`config.mk`:
```
export PLATFORM = sky130hd
export DESIGN_NAME = otp_div
export DESIGN_NICKNAME = d
export VERILOG_FILES = /design/src/otp_pkg.sv /design/src/otp_div.sv
export SDC_FILE = /design/constraint.sdc
export NUM_CORES = 1
export LEC_CHECK = 0
export BUFFER_PORTS_ARGS = -buffer_cell sky130_fd_sc_hd__clkbuf_2
export CELL_PAD_IN_SITES_DETAIL_PLACEMENT = 1
export CELL_PAD_IN_SITES_GLOBAL_PLACEMENT = 2
export CORE_MARGIN = 2
export CORE_UTILIZATION = 44
export CTS_CLUSTER_SIZE = 24
export DETAILED_ROUTE_END_ITERATION = 10
export GPL_ROUTABILITY_DRIVEN = 0
export PLACE_DENSITY = 0.95
export SLEW_MARGIN = 20
export SYNTH_ARGS = -nofsm -noshare
export SYNTH_HDL_FRONTEND = slang
export SYNTH_SLANG_ARGS = --single-unit
```
`constraint.sdc`:
```
create_clock -name clk -period 17.95 [get_ports clk]
set_input_delay 0.8975 -clock clk [delete_from_list [all_inputs] [get_ports clk]]
set_output_delay 0.8975 -clock clk [all_outputs]
set_load 0.02 [all_outputs]
```
`src/otp_pkg.sv`:
```
// Shared types and constants for the one-shot timer pool.
// Holds the request and response codes, the field widths, the state type and the converter response type.
// No dependencies.
package otp_pkg;

  localparam int REQ_W       = 3;
  localparam int SLOT_ID_W   = 8;
  localparam int MS_W        = 32;
  localparam int KIND_W      = 3;
  localparam int RESP_SLOT_W = 6;
  localparam int TICKS_W     = 26;
  localparam int S_TDATA_W   = 48;
  localparam int M_TDATA_W   = 16;

  localparam logic [TICKS_W-1:0] TICKS_MAX = {TICKS_W{1'b1}};

  localparam logic [REQ_W-1:0] REQ_TICK    = 3'd0;
  localparam logic [REQ_W-1:0] REQ_CREATE  = 3'd1;
  localparam logic [REQ_W-1:0] REQ_DELETE  = 3'd2;
  localparam logic [REQ_W-1:0] REQ_START   = 3'd3;
  localparam logic [REQ_W-1:0] REQ_STOP    = 3'd4;
  localparam logic [REQ_W-1:0] REQ_RESTART = 3'd5;

  localparam logic [KIND_W-1:0] KIND_EXPIRED = 3'd0;
  localparam logic [KIND_W-1:0] KIND_CREATED = 3'd1;
  localparam logic [KIND_W-1:0] KIND_DONE    = 3'd2;
  localparam logic [KIND_W-1:0] KIND_FAIL    = 3'd3;
  localparam logic [KIND_W-1:0] KIND_IDLE    = 3'd4;

  typedef enum logic [2:0] {
    ST_IDLE,
    ST_PRIME,
    ST_SCAN,
    ST_END,
    ST_DIV,
    ST_FIND,
    ST_START_RD,
    ST_RESP
  } state_t;

  typedef struct packed {
    logic               done;
    logic [TICKS_W-1:0] ticks;
  } div_rsp_t;

endpackage

```
`src/otp_div.sv`:
```
// Converter from milliseconds to ticks, rounding up and saturating.
// Multiplies by a fixed reciprocal of TICK_MS in two chunked steps. Depends on otp_pkg.
module otp_div
  import otp_pkg::*;
#(
  parameter int TICK_MS = 100
) (
  input  logic            clk,
  input  logic            rst,
  input  logic            start,
  input  logic [MS_W-1:0] ms,
  output div_rsp_t        rsp
);

  // The rounded-up dividend stays below 2^(MS_W+1); it is split into two equal chunks.
  localparam int NUM_W   = MS_W + 2;
  localparam int CHUNK_W = NUM_W / 2;
  localparam int RCP_W   = MS_W + 3;
  localparam int PART_W  = CHUNK_W + RCP_W;
  localparam int ACC_W   = 72;
  localparam int SHIFT   = MS_W + 1 + $clog2(TICK_MS);
  // Reciprocal rounded up; the quotient is exact for every dividend below 2^(MS_W+1).
  localparam logic [RCP_W-1:0] RECIP =
    RCP_W'(((64'd1 << SHIFT) + 64'(TICK_MS) - 64'd1) / 64'(TICK_MS));

  logic              busy;
  logic              done;
  logic              step;
  logic [NUM_W-1:0]  num;
  logic [ACC_W-1:0]  acc;
  logic [PART_W-1:0] part;

  assign part = num[NUM_W-1 -: CHUNK_W] * RECIP;

  always_ff @(posedge clk) begin
    if (rst) begin
      busy <= 1'b0;
      done <= 1'b0;
      step <= 1'b0;
    end else begin
      done <= 1'b0;
      if (start) begin
        busy <= 1'b1;
        step <= 1'b0;
      end else if (busy) begin
        step <= 1'b1;
        if (step) begin
          busy <= 1'b0;
          done <= 1'b1;
        end
      end
    end
  end

  // The high chunk's product is shifted up while the low chunk's product is added.
  always_ff @(posedge clk) begin
    if (start) begin
      num <= NUM_W'(ms) + NUM_W'(TICK_MS - 1);
      acc <= '0;
    end else if (busy) begin
      num <= num << CHUNK_W;
      acc <= (acc << CHUNK_W) + ACC_W'(part);
    end
  end

  assign rsp.done  = done;
  assign rsp.ticks = (|acc[ACC_W-1:SHIFT+TICKS_W]) ? TICKS_MAX : acc[SHIFT +: TICKS_W];

endmodule

```
==> impl_summary.md, run 1 <==
Finish
The multi-input combinational cells in the finished layout cover a total of ~12,000 sq um. The filler cell count in the final layout is between 4k and 5k. The synthesis-to-finish area growth is 6.502%.

The post-layout net count is 2,193. The post-route netlist has ~6.8% of its cells at a drive strength greater than 1. The number of antenna repair diodes is 0.

In the final layout, flip-flops and latches occupy 2506 sq um.

Logic synthesis
The portion of synthesized cell area occupied by the leading cell type is between 20% and 30%. The count of yosys warnings during synthesis is 0. Counting flops and latches in the post-synthesis netlist gives 108. The number of enable flip-flop cells after synthesis is 34. The cell count after synthesis came out at roughly 1.7k.

After synthesis, flip-flops and latches occupy around 16% of the total area. The top cell type by total area after synthesis is sky130_fd_sc_hd__fa_1. The mean post-synth cell area is about 8.9 sq um. The most used flip-flop cell after synthesis is sky130_fd_sc_hd__dfxtp_1. When the netlist entered floorplanning its net count stood at 2,168. In the post-synthesis netlist, the biggest area contributors are sky130_fd_sc_hd__fa_1, sky130_fd_sc_hd__ha_1, sky130_fd_sc_hd__dfxtp_1.

The distinct cell type count after synthesis is 61. In the synthesized netlist the async set-or-reset flop fraction comes to 0%. The mapped netlist covers 15,410 sq um.

Critical path
In this design, the stage delay of the slowest critical-path cell is ~0.67 ns. The most frequent cell on the critical path is sky130_fd_sc_hd__fa_1. The launching point of the worst reg2reg path is num[23]. The arrival time reported for the critical path endpoint is 9.41 ns.

The maximum fanout encountered on the critical timing path is 14. The worst setup path is of the register to register kind. The kind of start point of the critical path is a register. The most critical setup path has its startpoint at num[23]. STA classifies the critical path endpoint as a register.

The critical path data required time is 18.23 ns. Among all stages on the critical path, the largest delay is contributed by sky130_fd_sc_hd__edfxtp_1.

Global routing
The wire length of the first global-routing pass is 74.48 mm. The number of global-route vias before repair is 13.68k. The total overflow left after global routing is 0.

Across every metal layer, demand over resource in global routing totals between 20% and 30%. The initial antenna violation count is 0. Entering global routing, the biggest net connects between 80 and 90 pins.

Clock tree
The buffer type at the clock tree root is sky130_fd_sc_hd__clkbuf_16. Once the clock tree was built, the resizer swapped 0 gates to a different size. The total of hold buffers inserted after clock tree synthesis is 0. The number of buffers on the longest clock path is 2.

The clock-pin slew of the registers on the worst-case setup and hold paths is 0.09 ns. The clock tree from TritonCTS is built. The clock reaches the later pin of the worst-skew pair after 0.38 ns. Once the clock tree was built, the setup fixing pass inserted 0 buffers.

The H-tree was split into 3 levels. In this run, CTS created clock tree buffers numbering 9. The clock drives roughly 110 sinks.

Routing
The routed length per instance is 21.03 um. The routed layout has 12.40k vias. The first-pass iteration count of the detailed router is 5. Once detail routing completed, the nets flagged for antenna violations numbered 0. The violation count after the first detailed-routing iteration is between 700 and 800. After detailed routing, the total wire length is 46.79 mm.

The average via count per standard cell is 5.572. The post-route DRC violation count is 0.

Timing
After routing, the total negative slack on setup checks comes to 0 ns. The worst clock skew on the final layout is roughly 0.016 ns. Across all hold checks on the routed design, the worst slack comes to 0.4790 ns. The number of pins with negative max-slew slack in the final report was 0. The portion of the clock cycle consumed by the worst path in the final layout is around 50%. Measured against its own limit, the worst slew margin works out to 29.53%. The upper clock frequency limit is 109.5 MHz.

The final-report hold violation count is 0. Setup repair after global routing left no endpoint under its margin. The count of final setup violators is 0.

The transition time at the pin with the least slew margin is 1.057 ns. The final critical-path required period is ~9.1 ns.

Hold path
The origin of the worst min-delay path is acc[58]. The path class of the lowest-slack min-delay path is register to register.

Floorplanning
The die is 191.2 um wide. The I/O pin total is 62. For this configuration, the core starts out at a cell density of ~45%.

After floorplanning, the core was sized to cover 34,540 sq um. The die height is around 190 um. The die covers 36,550 sq um. The number of core rows is 68.

Placement
The number of buffers added on ports is 61. The estimated wirelength of the detail-placed design is about 40 mm.

Run
Across the run, the number of max-cap violations was 0.

Status
The run finished with clean final reports.
==> per-stage QoR <==
step	setup WS [ns]	instances	instance area [sq um]	util (%)
final	8.815	2225	16420	47.53
after floorplan	10.09	1740	15410	-
after detailed placement	8.900	2209	16110	46.65
after global routing	8.176	2225	16420	47.53
after global placement	9.102	2209	16110	46.65
after CTS	8.850	2225	16420	47.53
==> cells in the mapped netlist (8+ instances only) <==
cell and instances:
sky130_fd_sc_hd__or2_2 29, sky130_fd_sc_hd__edfxtp_1 34, sky130_fd_sc_hd__a311oi_1 11, sky130_fd_sc_hd__mux2i_1 31, sky130_fd_sc_hd__ha_1 220, sky130_fd_sc_hd__nand2_1 90
sky130_fd_sc_hd__inv_1 310, sky130_fd_sc_hd__o211ai_1 9, sky130_fd_sc_hd__dfxtp_1 74, sky130_fd_sc_hd__o21bai_1 16, sky130_fd_sc_hd__nor3_1 15, sky130_fd_sc_hd__nor2b_1 9
sky130_fd_sc_hd__nand3_1 36, sky130_fd_sc_hd__o31ai_1 9, sky130_fd_sc_hd__o21ai_0 72, sky130_fd_sc_hd__and3_1 18, sky130_fd_sc_hd__xor2_1 45, sky130_fd_sc_hd__a21o_1 38
sky130_fd_sc_hd__xnor2_1 60, sky130_fd_sc_hd__nor2_1 132, sky130_fd_sc_hd__and2_1 20, sky130_fd_sc_hd__or3_1 17, sky130_fd_sc_hd__clkbuf_1 41, sky130_fd_sc_hd__a211oi_1 24
sky130_fd_sc_hd__a31oi_1 8, sky130_fd_sc_hd__fa_1 173, sky130_fd_sc_hd__nand4_1 19, sky130_fd_sc_hd__a21oi_1 110
==> flip-flops by register name, indices dropped and copies added, names as in the netlist <==
| register | flops |
|---|---|
| acc | 71 |
| num | 34 |
| busy | 1 |
| done | 1 |
| step | 1 |
==> cell families (layout without fill, tap and decap cells) <==
group           Yosys count  after routing  synth area share (%)
xor+xnor                105            105                 5.966
buf+inv                 360            390                 8.880
fa+ha+maj               393            393                 40.32
flops                   108            108                 16.23
compound gates          335            335                 13.73
mux                      31             31                 2.013
simple gates            408            408                 12.85
==> cells in the final DEF (no fill, tap or decap), drive strengths merged, types with 19 or more instances in the layout <==
cell type / instances
nand3: 36
o21ai: 73
nand2: 90
dfxtp: 74
a21oi: 110
xnor2: 60
and2: 20
a21o: 38
inv: 314
nor3: 21
ha: 220
clkbuf: 69
nor2: 132
xor2: 45
mux2i: 31
a211oi: 24
nand4: 19
fa: 173
or2: 29
edfxtp: 34
==> layer usage <==
metal	global-route usage [%]	wire length, um
met1	34.01	19990
met2	46.36	22850
met3	4.516	2477
met4	8.402	1470
met5	0	0
==> worst paths after layout <==
check | end | slack (ns) | depth (start not counted)
worst min register to register | acc[58] | 0.48 | 2
worst max register to register | acc[65] | 8.81 | 30
worst max-delay path | acc[65] | 8.81 | 30
worst min-delay path | acc[58] | 0.48 | 2
==> layout make-up <==
type | instances | area share, %
clock inverters | 7 | 0.4801
multi-input cells | 1272 | 70.31
repair buffers | 64 | 2.012
clock buffers | 9 | 1.372
flip-flops and latches | 108 | 15.27
well taps | 455 | 3.468
inverters | 310 | 7.088
==> worst max-delay path: cells and delay by family (launching register included) <==
family                   cells  cell delay [ns]
XOR/XNOR                     1             0.17
adder cells (fa/ha/maj)      8             3.74
buffers and inverters        4             0.41
flip-flops                   1             0.67
AND/OR/NAND/NOR              2             0.39
AO/OA/AOI/OAI               15             3.66
Power of run 1 is left out: the tool's default activity adds up to more than one toggle a clock period on the data nets, which glitch-free logic cannot reach.
==> inputs of run 2 (changes only) <==
--- a/config.mk
+++ b/config.mk
@@ -9,11 +9,11 @@
 export CELL_PAD_IN_SITES_DETAIL_PLACEMENT = 1
 export CELL_PAD_IN_SITES_GLOBAL_PLACEMENT = 2
 export CORE_MARGIN = 2
-export CORE_UTILIZATION = 44
+export CORE_UTILIZATION = 37
 export CTS_CLUSTER_SIZE = 24
 export DETAILED_ROUTE_END_ITERATION = 10
 export GPL_ROUTABILITY_DRIVEN = 0
-export PLACE_DENSITY = 0.95
+export PLACE_DENSITY = 0.88
 export SLEW_MARGIN = 20
 export SYNTH_ARGS = -nofsm -noshare
 export SYNTH_HDL_FRONTEND = slang
==> constraint.sdc (replaced) <==
create_clock -name clk -period 7.7 [get_ports clk]
set_input_delay 0.385 -clock clk [delete_from_list [all_inputs] [get_ports clk]]
set_output_delay 0.385 -clock clk [all_outputs]
set_load 0.02 [all_outputs]
==> run 2 against run 1 <==
Against the previous run: the flow now finishes with violations (setup timing); utilization up 0.97 points; sequential cell count unchanged; critical endpoint is now acc[68]; fmax up 16%; register-to-register slack worse by 9.0 ns; sequential share of layout area down 2.7 points; hold slack worse by 0.31 ns; count of clock-buffer cells in the layout up 2; first-iteration DRC count down 18%.
==> impl_summary.md, run 2 (same netlist as run 1, synthesis figures left out) <==
Critical path
The most frequent cell on the critical path is sky130_fd_sc_hd__fa_1. The stage delay of the slowest cell on the critical path is 0.64 ns. The cell with the largest stage delay on the worst path is sky130_fd_sc_hd__fa_1. The maximum fanout encountered on the critical timing path is 7. The critical path class is register to register.

STA classifies the critical path startpoint as a register. Data on the critical path is required at its endpoint by ~8 ns. STA classifies the critical path endpoint as a register. For the worst setup path, the data arrival time is slightly above 8 ns.

Finish
The post-layout net count is around 2.5k. The number of antenna repair diodes is 0. The share of layout cells above drive strength 1 is 29.26%. The library cells used most frequently in the layout, excluding fill and tap cells, are sky130_fd_sc_hd__inv_1, sky130_fd_sc_hd__buf_4, sky130_fd_sc_hd__ha_1. In the final layout, the registers with the most flip-flops are acc (71), num (34).

The end-of-flow core utilization is 48.50%. The register with the most flip-flops in the layout has 71 of them. The most flop-heavy register is acc. The area growth from synthesis to layout is 29.04%.

The most common cell after layout, fill and taps aside is sky130_fd_sc_hd__inv_1.

Floorplanning
The floorplan has 74 rows. The core outline area is 41,020 sq um. In this run the horizontal extent of the chip is around 210 um.

The die height is approximately 210 um. The floorplan die area is 43,310 sq um. The initial cell density of the core is 37.58%. between 60 and 70 I/O pins were placed.

Clock tree
Clock tree synthesis inserted a total of 9 buffers. The number of buffers on the longest clock path is 2. The buffer type at the clock tree root is sky130_fd_sc_hd__clkbuf_16. Clock tree synthesis found a total of 108 sinks. TritonCTS built the clock tree. The clock-pin slew of the registers on the worst-case setup and hold paths is 0.08 ns. Buffers inserted to repair hold after CTS numbered 0. The insertion delay of the later-clocked pin in the worst-skew pair is 0.40 ns.

The count of H-tree levels built during CTS is 3.

Timing
The worst path in the final design needs a cycle of 7.877 ns, including I/O delays and setup. Setup violations remaining at the end of the flow were counted as 22. The portion of the clock cycle consumed by the worst path in the final layout is 102.3%. Headroom to the max-slew limit came out at between 30% and 40%. For the pin with the worst max-slew slack, the measured transition is approximately 0.94 ns. Timing would allow up to approximately 130 MHz. The number of pins with negative max-slew slack in the final report is 0. Setup repair after global routing could not meet its margin everywhere. The worst clock skew on the final layout is ~0.016 ns. After layout, the worst setup slack is -0.1774 ns. The final-report hold violation count is 0.

Global routing
Entering global routing, the biggest net connects 88 pins. Summed over all layers, the global routing overflow is 0. The global-route met1 utilization is 30.40%. The routing usage on met3 is 3.940%.

The met2 track demand over resource in global routing is 43.73%. The global router's overall resource usage is 24.79%. The initial antenna violation count came to 1.

The wire length of the first global-routing pass is between 80 and 90 mm. The number of global-route vias before repair is 15.33k. The layer flagged by global routing as most heavily used is met2.

Placement
The wire-length estimate of the detail-placed layout is 43.27 mm. The number of buffers added on ports is 61.

Routing
The violation count after the first detailed-routing iteration is 588. The post-detailed-routing wire length is 56.21 mm. In the final routed layout, each cell accounts on average for around 22 um. After detailed routing, the number of vias per cell comes to 5.416. The post-route antenna net violation count is 0.

The post-route DRC violation count is 0. The first detailed-routing pass ran for 5 iterations. The overall via count from detail_route is 14.01k.

Hold path
The path class of the lowest-slack min-delay path is input pin to register.

Run
The number of max-cap violations is 0.

Status
The run finished, with violations left. The final reports fail on setup timing.
-- run 2: final cells by class --
cell class	instances	area (sq um)
fillers	4718	21130
clock inverters	5	45.04
well taps	532	665.6
clock buffers	11	254.0
multi-input cells	1272	12730
flip-flops and latches	108	2506
inverters	310	1164
repair buffers	348	2527
-- run 2: critical path, delay by kind of cell (launching register included) --
| family | cells | cell delay (ns) |
|---|---|---|
| simple gates | 3 | 0.78 |
| xor+xnor | 2 | 0.28 |
| flops | 1 | 0.45 |
| buf+inv | 8 | 0.80 |
| compound gates | 10 | 1.89 |
| fa+ha+maj | 8 | 3.60 |
-- run 2: final timing paths --
kind	from	end	slack, ns	depth (start not counted)
max	num[22]	acc[68]	-0.18	31
min	rst	busy	0.17	2
max reg2reg	num[22]	acc[68]	-0.18	31
min reg2reg	acc[71]	acc[71]	0.48	2
-- run 2: layer usage --
metal	share of wire, %	vias up
met5	0.021	-
li1	-	6412
met3	4.4	145
met1	41	7096
met2	50	352
met4	4.2	2
-- run 2: through the flow --
| stage | setup TNS (ns) | hold slack (ns) | area (sq um) | setup WS [ns] | cells |
|---|---|---|---|---|---|
| global route | -8.055 | 0.1965 | 19890 | -0.3770 | 2586 |
| finish | -2.416 | 0.1679 | 19890 | -0.1774 | 2586 |
| global placement | -5.875 | 0.4594 | 18050 | -0.3160 | 2531 |
| floorplan | 0 | 0.4315 | 15420 | 0.009331 | 1740 |
| CTS | -0.006865 | 0.1584 | 19070 | -0.004352 | 2567 |
| detailed placement | -11.66 | 0.4749 | 18050 | -0.5926 | 2531 |
-- run 2: timing repair --
action / 4_1_cts / 5_1_grt
resized for setup: 132 / 149
pin swaps: 75 / 152
gates cloned: 1 / 0
setup endpoints to repair: 32 / 34
buffers inserted: 20 / 19
Power of run 2 is left out for the same reason.
==> inputs of run 3 (changes only) <==
--- a/config.mk
+++ b/config.mk
@@ -6,13 +6,16 @@
 export NUM_CORES = 1
 export LEC_CHECK = 0
 export BUFFER_PORTS_ARGS = -buffer_cell sky130_fd_sc_hd__clkbuf_2
+export CAP_MARGIN = 20
 export CELL_PAD_IN_SITES_DETAIL_PLACEMENT = 1
 export CELL_PAD_IN_SITES_GLOBAL_PLACEMENT = 2
 export CORE_MARGIN = 2
 export CORE_UTILIZATION = 37
+export CTS_BUF_LIST = sky130_fd_sc_hd__clkbuf_2 sky130_fd_sc_hd__clkbuf_4 sky130_fd_sc_hd__clkbuf_8
 export CTS_CLUSTER_SIZE = 24
 export DETAILED_ROUTE_END_ITERATION = 10
 export GPL_ROUTABILITY_DRIVEN = 0
+export GPL_TIMING_DRIVEN = 0
 export PLACE_DENSITY = 0.88
 export SLEW_MARGIN = 20
 export SYNTH_ARGS = -nofsm -noshare
==> run 3 against run 2 <==
Against the previous run: the flow still finishes with violations (setup timing); highest routed layer is now met4; hold slack gained 0.022 ns; non-clock buffer count shrank 148; global-route usage shrank 0.69 points; count of clock-buffer cells in the layout shrank 2.
==> impl_summary.md, run 3 (same netlist as run 1, synthesis figures left out) <==
Run
Max-cap violations in this run came to 0.

Clock tree
The buffer type at the clock tree root is sky130_fd_sc_hd__clkbuf_8. The insertion delay of the later-clocked pin in the worst-skew pair is 0.42 ns. The number of clock buffers inserted by TritonCTS is 9. The total of hold buffers inserted after clock tree synthesis is 0. After clock tree synthesis, the clock-pin slew on the worst setup and hold paths is about 0.11 ns. The clock net sink count is 108. The clock passes through at most 2 buffers.

The count of H-tree levels built during CTS is 3. The clock tree from TritonCTS is built.

Routing
In the routed design, unresolved DRC markers number 0. The first-pass iteration count of the detailed router is 5. After detailed routing, the average wire length per cell comes to 21.87 um. The routed layout has 13.16k vias.

The detailed router finished its first iteration with 682 violations. The post-route antenna net violation count is 0. The average via count per standard cell is 5.398. Wires add up to 53.32 mm.

Floorplanning
Row generation in the floorplan step produced 74 rows. The die covers 43,310 sq um. The initial cell density of the core is 37.58%. In this run the count of I/O pins placed on the die edge is slightly above 60.

The die height is around 210 um. The die span in x is approximately 210 um. In this run the standard cell core region covers 41,020 sq um.

Timing
Adding up every negative setup slack in the final design gives -5.151 ns. Setup repair after global routing could not meet its margin everywhere. The upper clock frequency limit is 124.1 MHz. The number of pins with negative max-slew slack in the final report is 0. The portion of the clock cycle consumed by the worst path in the final layout is 104.7%.

Hold timing on the final database bottoms out at a slack of 0.1897 ns. Subtracting the final worst setup slack from the clock period gives 8.059 ns. Clock skew on the completed layout was measured at around 0.025 ns. Setup violations remaining at the end of the flow were counted as 23. Headroom to the max-slew limit came out at 31.14%. The final-report hold violation count is 0. The worst path setup slack after routing is -0.3593 ns. The transition time at the pin with the least slew margin is 1.033 ns.

Placement
During placement, the flow inserted port buffers numbering 61. The estimated wirelength of the detail-placed design is ~41 mm. The worst setup slack after placement is -1.557 ns. The standard cell area after detailed placement is ~16,000 sq um.

Global routing
The initial antenna violation count is 0. The wire length of the first global-routing pass is 80.57 mm. The pin count of the biggest net entering global routing is 35. The global-route congestion overflow total is 0. The global router's overall resource usage is 24.10%. The number of global-route vias before repair was 14.49k.

Critical path
The launching instance or port of the critical path is num[24]. The critical path capture point type is a register. The endpoint of the most critical register-to-register path is acc[69].

The setup check on the worst reg-to-reg path leaves a slack of -0.36 ns. The worst setup path is launched from a register. The critical path class is register to register. The arrival time reported for the critical path endpoint is 8.36 ns.

Along the worst path, the maximum fanout reaches 5. The length in cells of the worst reg-to-reg path is 32. On the worst path, the slowest cell contributes a delay of approximately 0.6 ns. The slowest stage of the critical path belongs to the cell sky130_fd_sc_hd__fa_2. The critical path ends at acc[69]. The worst register-to-register path begins at num[24].

The critical path data required time is 8.00 ns. The cell that appears most often on the critical path is sky130_fd_sc_hd__inv_2.

Finish
The cell area after layout is 18,620 sq um. In the layout the commonest cells are sky130_fd_sc_hd__inv_1, sky130_fd_sc_hd__ha_1, sky130_fd_sc_hd__fa_1. The number of antenna diodes in the final layout is 0. The register with the most flip-flops in the final layout is acc. Leaving out fill and tap cells, the most frequent cell in the layout is sky130_fd_sc_hd__inv_1. The share of layout cells above drive strength 1 is 22.46%. The final layout contains between 2k and 2.5k nets. The area growth from synthesis to layout is 20.77%. The flip-flop count of the largest register after layout is 71. In the final layout, the registers with the most flip-flops are acc (71), num (34).

Hold path
The path class of the lowest-slack min-delay path is input pin to register. Along the worst hold path, the cell count comes to 2.

Status
The checks that failed: setup timing. The run finished, with violations left.
-- run 3: routing by layer --
layer  wire, um  vias to the layer above  global-route usage, %
met1      22230                     6645                  29.36
met4       1620                        0                  8.410
met2      26920                      302                  42.86
met5          0                        -                      0
li1           -                     6113                      -
met3       2555                      101                  4.121
-- run 3: critical path: cells and delay by family (launching register included) --
| family | cells | cell delay (ns) |
|---|---|---|
| xor gates and xnor gates | 1 | 0.14 |
| and+or+nand+nor | 5 | 0.90 |
| AOI/OAI and AO/OA | 11 | 2.21 |
| buffers and inverters | 7 | 0.70 |
| adders and majority gates | 8 | 3.48 |
| DFF | 1 | 0.52 |
-- run 3: area by class of cell --
type | instances | area (sq um)
inverters | 310 | 1164
clock buffers | 9 | 123.9
well taps | 532 | 665.6
repair buffers | 163 | 1145
fillers | 4692 | 22400
multi-input cells | 1272 | 12750
flip-flops and latches | 108 | 2502
clock inverters | 7 | 80.08
plain buffers | 37 | 182.7
-- run 3: worst min-delay path by stage --
stage | startpoint | to | slack, ns
global route | rst | busy | 0.18
global placement | acc[71] | acc[71] | 0.47
finish | rst | busy | 0.19
floorplan | acc[58] | acc[58] | 0.43
CTS | rst | busy | 0.17
detailed placement | acc[58] | acc[58] | 0.47
-- run 3: per-stage QoR --
step | utilization [%] | cells
3_5_place_dp | 39.95 | 2333
4_1_cts | 43.55 | 2407
5_1_grt | 45.39 | 2438
6_report | 45.39 | 2438
3_3_place_gp | 39.95 | 2333
2_1_floorplan | - | 1740
-- run 3: repair_timing --
item                       in CTS  in global routing
pin swaps                      92                 90
buffers inserted               68                 32
cloned                          2                  0
gates resized for setup       181                125
setup endpoints to repair      47                 37
Power of run 3 is left out for the same reason.
